[src/design/cqa_pkg.sv]
// shared types, widths and codes for the cochran q accumulator
package cqa_pkg;

   localparam int MAX_VARS_DEF = 16;
   localparam int VAR_CAP      = 16;

   localparam int SUM_W  = 24;
   localparam int CASE_W = 20;
   localparam int RSS_W  = 64;
   localparam int CL_W   = 28;
   localparam int CL2_W  = 52;
   localparam int A_W    = 57;
   localparam int B_W    = 56;
   localparam int NUM_W  = 62;
   localparam int NC_W   = 33;
   localparam int FRAC_W = 16;
   localparam int DIV_W  = NUM_W + FRAC_W;
   localparam int Q_W    = 48;

   localparam logic [1:0] CMD_CELL   = 2'd0;
   localparam logic [1:0] CMD_END    = 2'd1;
   localparam logic [1:0] CMD_FINISH = 2'd2;

   localparam logic [1:0] KIND_ROW = 2'd0;
   localparam logic [1:0] KIND_SUM = 2'd1;
   localparam logic [1:0] KIND_ERR = 2'd2;

   typedef struct packed {
      logic [SUM_W-1:0] miss;
      logic [SUM_W-1:0] hit;
   } sums_type;

   // first member sits in the highest bits
   typedef struct packed {
      logic             saturated;
      logic             q_undefined;
      logic [Q_W-1:0]   q_value;
      logic [SUM_W-1:0] weight_sum;
      logic [1:0]       codes_found;
      logic [31:0]      failure_code;
      logic [31:0]      success_code;
      logic [SUM_W-1:0] miss_total;
      logic [SUM_W-1:0] hit_total;
      logic [3:0]       row_index;
   } rsp_data_type;

   typedef enum logic [3:0] {
      ST_IDLE, ST_CELL, ST_SQR, ST_RSS, ST_WRD, ST_ROW, ST_SQ,
      ST_MA, ST_MB, ST_NUM, ST_CHK, ST_DIV, ST_SUM, ST_ERR
   } state_type;

endpackage

[src/design/cqa_sum_store.sv]
// per-variable hit and miss sums with valid bits and registered read
module cqa_sum_store #(
   parameter int DEPTH = cqa_pkg::VAR_CAP,
   parameter int AW    = $clog2(DEPTH)
) (
   input  logic               clock,
   input  logic               reset,
   input  logic               clear,
   input  logic               rd_en,
   input  logic [AW-1:0]      rd_addr,
   output cqa_pkg::sums_type  rd_data,
   input  logic               wr_en,
   input  logic [AW-1:0]      wr_addr,
   input  cqa_pkg::sums_type  wr_data
);

   cqa_pkg::sums_type mem [DEPTH];
   logic [DEPTH-1:0]  valid_ff;
   cqa_pkg::sums_type raw_ff;
   logic              rd_vld_ff;

   always_ff @(posedge clock) begin
      if (wr_en) begin
         mem[wr_addr] <= wr_data;
      end
      if (rd_en) begin
         raw_ff <= mem[rd_addr];
      end
   end

   always_ff @(posedge clock) begin
      if (reset || clear) begin
         valid_ff  <= '0;
         rd_vld_ff <= 1'b0;
      end else begin
         if (wr_en) begin
            valid_ff[wr_addr] <= 1'b1;
         end
         if (rd_en) begin
            rd_vld_ff <= valid_ff[rd_addr];
         end
      end
   end

   // an entry never written since the last clear reads as zero
   assign rd_data = rd_vld_ff ? raw_ff : '0;

endmodule

[config.mk]
export PLATFORM = sky130hd
export DESIGN_NAME = cqa_sum_store
export DESIGN_NICKNAME = d
export VERILOG_FILES = /design/src/design/cqa_pkg.sv /design/src/design/cqa_sum_store.sv
export SDC_FILE = /design/constraint.sdc
export NUM_CORES = 1
export LEC_CHECK = 0
export BUFFER_PORTS_ARGS = -buffer_cell sky130_fd_sc_hd__clkbuf_2
export CORE_AREA = 5 5 209 293
export CTS_BUF_LIST = sky130_fd_sc_hd__clkbuf_4
export DETAILED_ROUTE_END_ITERATION = 8
export DIE_AREA = 0 0 214 298
export PLACE_DENSITY = 0.75
export REMOVE_ABC_BUFFERS = 1
export SETUP_SLACK_MARGIN = 0.4
export SYNTH_ARGS = -nofsm -noshare
export SYNTH_HDL_FRONTEND = slang
export SYNTH_SLANG_ARGS = --single-unit
[constraint.sdc]
create_clock -name clock -period 8.2 [get_ports clock]
set_input_delay 1.64 -clock clock [delete_from_list [all_inputs] [get_ports clock]]
set_output_delay 1.64 -clock clock [all_outputs]
set_load 0.05 [all_outputs]
==> flow_metrics.tcl <==
set metrics [dict create \
    ys_ff_latch 833 \
    seq_area_frac_synth 0.7839 \
    power_density_nw_per_um2 232.0 \
    fin_crit_sh 0.5087 \
    fin_setup_tns_ns 0 \
    ys.flop_type "edfxtp_1" \
    setup.worst_path.start_class "flip-flop" \
    status "finished clean" \
    ys_warn_count 0 \
    crit_chain "buf_4 -> and2_1 -> clkbuf_2" \
    cp-startpoint "rd_vld_ff" \
    grt_use_total 0.2067 \
    r2r-start "mem[2][6]" \
    syn-cell-area_um2 31690 \
    drive_gt1_frac 0.3603 \
    cts-root-buf "clkbuf_4" \
    antenna_left 0 \
    area_growth_pct 11.42 \
    die_height_um 298 \
    dieArea_um2 63770 \
    vias_per_cell 6.049 \
    grt_max_degree 115 \
    worst_ep_arrival_time_ns 2.53 \
    final_nets 1550 \
    cts_resized 0 \
    worstMarginPinSlew_ns 1.099 \
    synthArstFlopShare 0 \
    start_util 0.5445 \
    cts_buffers 178 \
    drt-wirelength-per-cell_um 27.42 \
    drc 0 \
    io_pins 109 \
    setup_viol 0 \
    crit_path_end_kind "output pin" \
    num_vias 14400 \
    slowest_stage "dfxtp_2" \
    clkSlewWorstSetupHoldPaths_ns 0.07 \
    fin_skew_ns 0.04579 \
    die_w_um 214 \
    synth_cell_type_count 26 \
    place_inst 2058 \
    postCtsSetupBuffers 0 \
    hpwlAfterDp_um 29780 \
    synth_top_cell_by_area "edfxtp_1" \
    port_buffers 108 \
    fp.coreArea_um2 58200 \
    postRouteWirelength_um 65290 \
    drtIter0Drc 1335 \
    ir_drop_uv 106.8 \
    hold_violations 0 \
    grt_pass1_wl_um 97810 \
    p_leak_nw 11.62 \
    cts_tree "built" \
    slew_viol_final 0 \
    yosys.area.top_type_share 0.7732 \
    slew_headroom 0.2648 \
    antenna_found_initial 5 \
    cp_max_fo 35 \
    required_ns 6.56 \
    max_cap_viol_count 0 \
    worst-setup-path-type "flip-flop to output pin" \
    synthCells 1240 \
    grt_pass1_vias 15520 \
    dr.pass1.iters 5 \
    clk_path_buf_depth 3 \
    cpPeakStageDelay_ns 0.51 \
    synth-edff-count 816 \
    rsz0062_at_grt "false" \
    clock-sinks 833 \
    htree_num_levels 4 \
    fmax_mhz 239.7 \
    rows 105 \
    gp_routability_congestion 0.7000 \
    ctsHoldBuffers 0 \
    synth_area_per_cell_um2 25.56 \
    worst_skew_pair.late_latency_ns 0.87 \
    layout.cells.non_filler 2381 \
    synth_area_leaders "edfxtp_1 77%, mux4_2 12%, mux4_1 6.5%" \
    fin_crit_ns 4.172 \
    min_path_type "flip-flop to flip-flop" \
    overflow 0 \
    min_from "valid_ff[1]" \
]
-- cells by family after synthesis --
group / Yosys count / synth area share
buf+inv: 62 / 0.01433
simple gates: 81 / 0.01477
mux: 245 / 0.1823
flops: 833 / 0.7839
compound gates: 19 / 0.004698
-- registers in the layout, indices dropped and copies added (netlist names) --
name       count
raw_ff        48
rd_vld_ff      1
valid_ff      16
mem          768
-- through the flow --
stage	setup WS [ns]	hold WS [ns]	util	cell area (um^2)	total power, mW
floorplan	2.203	0.4330	-	31240	5.088
global placement	3.927	0.4399	0.5678	33050	5.272
detailed placement	3.888	0.4452	0.5678	33050	5.292
CTS	3.866	0.4606	0.6066	35300	8.289
global route	3.845	0.4790	0.6066	35310	8.536
finish	4.028	0.4558	0.6067	35310	8.193
-- power breakdown --
group          internal [mW]  leakage, nW  switching, mW  total [mW]
registers               4.78         7.55         0.0245        4.81
clock network           1.51         1.34           1.50        3.00
logic                  0.165         2.73          0.219       0.385
-- synthesized netlist by cell type, drive strengths merged, types with 2 or more instances --
library cell,count
edfxtp,816
mux4,242
and2,48
buf,34
clkbuf,28
dfxtp,17
o21a,16
nor2,13
nand3,4
nor3,4
mux2i,3
nand3b,3
nor2b,3
nand2,2
nand2b,2
-- worst paths after layout --
path	end	slack [ns]	cells past startpoint
min	valid_ff[1]	0.46	1
max	rd_data[36]	4.03	3
min reg2reg	valid_ff[1]	0.46	1
max reg2reg	raw_ff[6]	6.52	2
-- placed cells by master, fill, tap and decap left out, drive strengths merged --
cell type,netlist,layout
clkbuf,28,358
mux4,242,242
or3b,1,1
nand2,2,2
diode,0,3
nand3,4,4
mux2i,3,3
and2,48,48
nor2,13,13
nand2b,2,2
inv,0,2
o21a,16,16
nand3b,3,3
edfxtp,816,816
a2111oi,1,1
nor2b,3,3
buf,34,28
o2111ai,1,1
clkinvlp,0,2
nor3,4,4
clkinv,0,59
a2111o,1,1
nor4b,1,1
dfxtp,17,17
bufinv,0,2
-- worst max-delay path, delay by kind of cell (launching register included) --
| family | cells | cell delay (ns) |
|---|---|---|
| flops | 1 | 0.51 |
| simple gates | 1 | 0.30 |
| buf+inv | 2 | 0.82 |
-- per-layer routing --
metal,global-route usage,wire length (um)
met1,0.2742,25050
met2,0.3550,34530
met3,0.04022,4631
met4,0.06107,1045
met5,0,34
-- area by class of cell --
class                           count  area, um^2
Multi-Input combinational cell    345        6504
Tap cell                          749       937.1
Fill cell                        3962       22890
Clock inverter                     65       344.1
Sequential cell                   833       24850
Clock buffer                      255        1914
Antenna cell                        3       7.507
Timing Repair Buffer              131       759.5
Power figures use the tool's default switching activity.
