==> config.mk <==
export PLATFORM = sky130hd
export DESIGN_NAME = cqa_divider
export DESIGN_NICKNAME = d
export VERILOG_FILES = /design/src/design/cqa_pkg.sv /design/src/design/cqa_divider.sv
export SDC_FILE = /design/constraint.sdc
export NUM_CORES = 1
export LEC_CHECK = 0
export BUFFER_PORTS_ARGS = -buffer_cell sky130_fd_sc_hd__buf_2
export CORE_UTILIZATION = 25
export CTS_BUF_LIST = sky130_fd_sc_hd__clkbuf_8
export DETAILED_ROUTE_END_ITERATION = 10
export HOLD_SLACK_MARGIN = 0.02
export SETUP_SLACK_MARGIN = 0.05
export SYNTH_ARGS = -nofsm -noshare
export SYNTH_HDL_FRONTEND = slang
export SYNTH_SLANG_ARGS = --single-unit
==> constraint.sdc <==
create_clock -name clock -period 3.39 [get_ports clock]
set_input_delay 0.1695 -clock clock [delete_from_list [all_inputs] [get_ports clock]]
set_output_delay 0.1695 -clock clock [all_outputs]
set_load 0.01 [all_outputs]
==> src/design/cqa_pkg.sv <==
// shared types, widths and codes for the cochran q accumulator
package cqa_pkg;

   localparam int MAX_VARS_DEF = 16;
   localparam int VAR_CAP      = 16;

   localparam int SUM_W  = 24;
   localparam int CASE_W = 20;
   localparam int RSS_W  = 64;
   localparam int CL_W   = 28;
   localparam int CL2_W  = 52;
   localparam int A_W    = 57;
   localparam int B_W    = 56;
   localparam int NUM_W  = 62;
   localparam int NC_W   = 33;
   localparam int FRAC_W = 16;
   localparam int DIV_W  = NUM_W + FRAC_W;
   localparam int Q_W    = 48;

   localparam logic [1:0] CMD_CELL   = 2'd0;
   localparam logic [1:0] CMD_END    = 2'd1;
   localparam logic [1:0] CMD_FINISH = 2'd2;

   localparam logic [1:0] KIND_ROW = 2'd0;
   localparam logic [1:0] KIND_SUM = 2'd1;
   localparam logic [1:0] KIND_ERR = 2'd2;

   typedef struct packed {
      logic [SUM_W-1:0] miss;
      logic [SUM_W-1:0] hit;
   } sums_type;

   // first member sits in the highest bits
   typedef struct packed {
      logic             saturated;
      logic             q_undefined;
      logic [Q_W-1:0]   q_value;
      logic [SUM_W-1:0] weight_sum;
      logic [1:0]       codes_found;
      logic [31:0]      failure_code;
      logic [31:0]      success_code;
      logic [SUM_W-1:0] miss_total;
      logic [SUM_W-1:0] hit_total;
      logic [3:0]       row_index;
   } rsp_data_type;

   typedef enum logic [3:0] {
      ST_IDLE, ST_CELL, ST_SQR, ST_RSS, ST_WRD, ST_ROW, ST_SQ,
      ST_MA, ST_MB, ST_NUM, ST_CHK, ST_DIV, ST_SUM, ST_ERR
   } state_type;

endpackage

==> src/design/cqa_divider.sv <==
// restoring divider, one quotient bit per cycle
module cqa_divider (
   input  logic                       clock,
   input  logic                       reset,
   input  logic                       start,
   input  logic [cqa_pkg::DIV_W-1:0]  dividend,
   input  logic [cqa_pkg::NC_W-1:0]   divisor,
   output logic [cqa_pkg::DIV_W-1:0]  quotient,
   output logic                       done
);

   localparam int DW = cqa_pkg::DIV_W;
   localparam int RW = cqa_pkg::NC_W;
   localparam int CW = $clog2(DW + 1);

   logic [DW-1:0] quo_ff;
   logic [RW-1:0] rem_ff;
   logic [RW-1:0] den_ff;
   logic [CW-1:0] cnt_ff;
   logic          busy_ff;
   logic          done_ff;
   logic [RW:0]   shifted;
   logic [RW:0]   diff;
   logic          ge;

   always_comb begin
      shifted = {rem_ff, quo_ff[DW-1]};
      diff    = shifted - {1'b0, den_ff};
      ge      = shifted >= {1'b0, den_ff};
   end

   always_ff @(posedge clock) begin
      if (start) begin
         quo_ff <= dividend;
         rem_ff <= '0;
         den_ff <= divisor;
      end else if (busy_ff) begin
         quo_ff <= {quo_ff[DW-2:0], ge};
         rem_ff <= ge ? diff[RW-1:0] : shifted[RW-1:0];
      end
   end

   always_ff @(posedge clock) begin
      if (reset) begin
         busy_ff <= 1'b0;
         done_ff <= 1'b0;
         cnt_ff  <= '0;
      end else begin
         done_ff <= 1'b0;
         if (start) begin
            busy_ff <= 1'b1;
            cnt_ff  <= CW'(DW);
         end else if (busy_ff) begin
            cnt_ff <= cnt_ff - 1'b1;
            if (cnt_ff == CW'(1)) begin
               busy_ff <= 1'b0;
               done_ff <= 1'b1;
            end
         end
      end
   end

   assign quotient = quo_ff;
   assign done     = done_ff;

endmodule
==> flow_metrics.env <==
export IMPL_die_w_um=184
export IMPL_grt_pass1_wl_um=36000
export IMPL_synth_area_um2=8280
export IMPL_initial_core_util_pct=25.5
export IMPL_cts_clk_slew_worst_paths_ns=0.11
export IMPL_num_rows=66
export IMPL_hold_path_class="in2reg"
export IMPL_vias=6846
export IMPL_fin_setup_tns_ns=0
export IMPL_utilization_pct=34.6
export IMPL_synth_cells=752
export IMPL_crit_top_cell="inv_1"
export IMPL_pwr_share_seq_pct=46.3
export IMPL_grt_max_degree=74
export IMPL_period_share_pct=93.5
export IMPL_overflow=0
export IMPL_async_reset_ff_share_pct=0
export IMPL_p_per_area_nw_per_um2=448
export IMPL_status="finished clean"
export IMPL_cts_buffer_depth=2
export IMPL_coreArea_um2=32500
export IMPL_critPathMaxFanout=5
export IMPL_clock_fmax_mhz=315
export IMPL_p_comb_share_pct=26.0
export IMPL_htree_num_levels=4
export IMPL_synth_area_leader_cell="edfxtp_1"
export IMPL_hold_viol=0
export IMPL_syn_mean_instance_area_um2=11.0
export IMPL_startpoint_type="flop"
export IMPL_synth_yosys_seq_area_share_pct=50.4
export IMPL_nFillCells=3316
export IMPL_nets=1201
export IMPL_setup_viol_count_final=0
export IMPL_slew_headroom_pct=49.4
export IMPL_post_dp_hpwl_um=15900
export IMPL_wl_per_cell_um=15.1
export IMPL_fin_skew_ns=0.0282
export IMPL_endpoint_kind="flop"
export IMPL_clock_root_buffer="clkbuf_8"
export IMPL_crit_family="compound AO/OA/AOI/OAI gates"
export IMPL_grt_use_total_pct=13.6
export IMPL_die_h_um=184
export IMPL_critPathSlowestCell="a311o_1"
export IMPL_cts_buffers=17
export IMPL_antenna_found_initial=1
export IMPL_cts_sinks=153
export IMPL_antenna_left=0
export IMPL_hold_ws_ns=0.163
export IMPL_yosysWarnings=0
export IMPL_drc=0
export IMPL_area_growth_pct=35.9
export IMPL_via_per_inst=4.54
export IMPL_portBuffers=192
export IMPL_p_clk_share_pct=27.8
export IMPL_worst_slew_pin_slew_ns=0.759
export IMPL_drt_pass1_iterations=5
export IMPL_synth_seq_cells=153
export IMPL_synth_edf_count=111
export IMPL_ir_drop_v=0.000209
export IMPL_synth_distinct_cells=66
export IMPL_worstPathArrival_ns=3.56
export IMPL_pin_count=193
export IMPL_yosys_top_cells_area="edfxtp_1 40%, mux2_2 11%, dfxtp_1 10%"
export IMPL_p_leak_nw=4.60
export IMPL_rsz0062_at_grt="true"
export IMPL_netlist_area_leader_share_pct=40.2
export IMPL_crit_type="reg2reg"
export IMPL_ys_flop_type="edfxtp_1"
export IMPL_p_sw_share_pct=32.2
export IMPL_drt_wl_total_um=22700
export IMPL_min_period_ns=3.17
export IMPL_drive_above_1_share_pct=32.0
export IMPL_intPower_w=0.00342
export IMPL_grt_pass1_vias=6918
export IMPL_die_area_um2=33900
export IMPL_critPathMaxStageDelay_ns=0.42
export IMPL_insertion_delay_ns=0.47
export IMPL_drt_iter0_drc=279
export IMPL_cp_cell_sequence="inv_1 > ha_1 > inv_1 > fa_1 > a21o_1 > a311o_1 > o2111ai_1 > a21oi_2 > or2_2 > a31oi_1 > mux2_2 > nor4_1"
export IMPL_drv_slew=0
export IMPL_syn_num_nets=902
export IMPL_power_switching_w=0.00162
export IMPL_path_buf_inv=2
export IMPL_gp_congestion=0.839
export IMPL_worstPathRequired_ns=3.78
export IMPL_cts_tree="yes"
export IMPL_max_cap_violations=0
[layer usage]
layer | global-route usage (%) | vias to the layer above | routed length [um]
met5 | 0 | - | 0
met4 | 4.07 | 0 | 344
met3 | 4.14 | 16 | 1450
met2 | 22.8 | 231 | 10600
met1 | 16.8 | 3219 | 10200
li1 | - | 3380 | -
[synth_stat cells (10+ instances only)]
cell / n
edfxtp_1: 111
nand2_1: 84
mux2_2: 79
nor2_1: 54
a21oi_1: 47
dfxtp_1: 42
inv_1: 41
ha_1: 35
clkbuf_1: 24
o21ai_0: 23
xnor2_1: 21
a311oi_1: 16
nor3_1: 15
nand3_1: 11
a21o_1: 10
a311oi_2: 10
[cell families after synthesis]
group | share of synthesized area, %
flip-flops | 50.4
AND/OR/NAND/NOR | 12.3
buffers and inverters | 4.09
AO/OA/AOI/OAI | 13.5
adder cells (fa/ha/maj) | 5.53
multiplexers | 11.0
XOR/XNOR | 3.17
[layout by cell type, fill, tap and decap left out, drive strengths merged, types with 11 or more instances in the layout]
| cell | instances |
|---|---|
| edfxtp | 111 |
| dfxtp | 42 |
| inv | 48 |
| ha | 35 |
| buf | 207 |
| nand3 | 11 |
| nor3 | 16 |
| a311oi | 26 |
| dlygate4sd3 | 112 |
| clkbuf | 17 |
| nor2 | 55 |
| xnor2 | 21 |
| a21oi | 49 |
| o21ai | 25 |
| nand2 | 84 |
| mux2 | 79 |
[cell type report]
class	count	area (um^2)	area share, %
Antenna cell	1	2.50	0.0222
Clock buffer	17	234	2.08
Clock inverter	15	138	1.22
Inverter	41	154	1.37
Multi-Input combinational cell	519	3780	33.6
Sequential cell	153	4180	37.1
Tap cell	442	553	4.91
Timing Repair Buffer	319	2220	19.8
[sequential cells by signal (all words and copies together), names as in the netlist]
| signal | cells |
|---|---|
| done | 1 |
| cnt_ff | 7 |
| den_ff | 33 |
| quotient | 78 |
| rem_ff | 33 |
| busy_ff | 1 |
[stage by stage]
stage	cells	cell area (um^2)	setup slack (ns)	power (W)
CTS	1504	11200	0.103	0.00508
finish	1507	11300	0.220	0.00504
global placement	1360	9730	0.183	0.00355
detailed placement	1360	9730	0.0943	0.00356
global route	1507	11300	0.0213	0.00533
floorplan	752	8280	0.194	0.00317
[worst paths after layout]
kind,from,end,slack [ns],cells past startpoint
hold / removal,start,den_ff[15],0.16,1
hold reg to reg,rem_ff[9],rem_ff[10],0.47,2
setup / recovery,quotient[77],rem_ff[32],0.22,12
setup reg to reg,quotient[77],rem_ff[32],0.22,12
[repair_timing]
action | in CTS | in global routing
buffers inserted | 0 | 2
hold endpoints to repair | 120 | 0
endpoints found under the setup margin | 0 | 30
hold buffers | 112 | 0
gates resized for setup | 0 | 5
[power groups by stage]
stage	clock, W	combinational [W]	sequential (W)
5_1_grt	0.00153	0.00145	0.00235
3_5_place_dp	0	0.00119	0.00237
3_3_place_gp	0	0.00118	0.00237
2_1_floorplan	0	0.000780	0.00239
6_report	0.00140	0.00131	0.00233
4_1_cts	0.00146	0.00129	0.00233
Power figures use the tool's default switching activity.
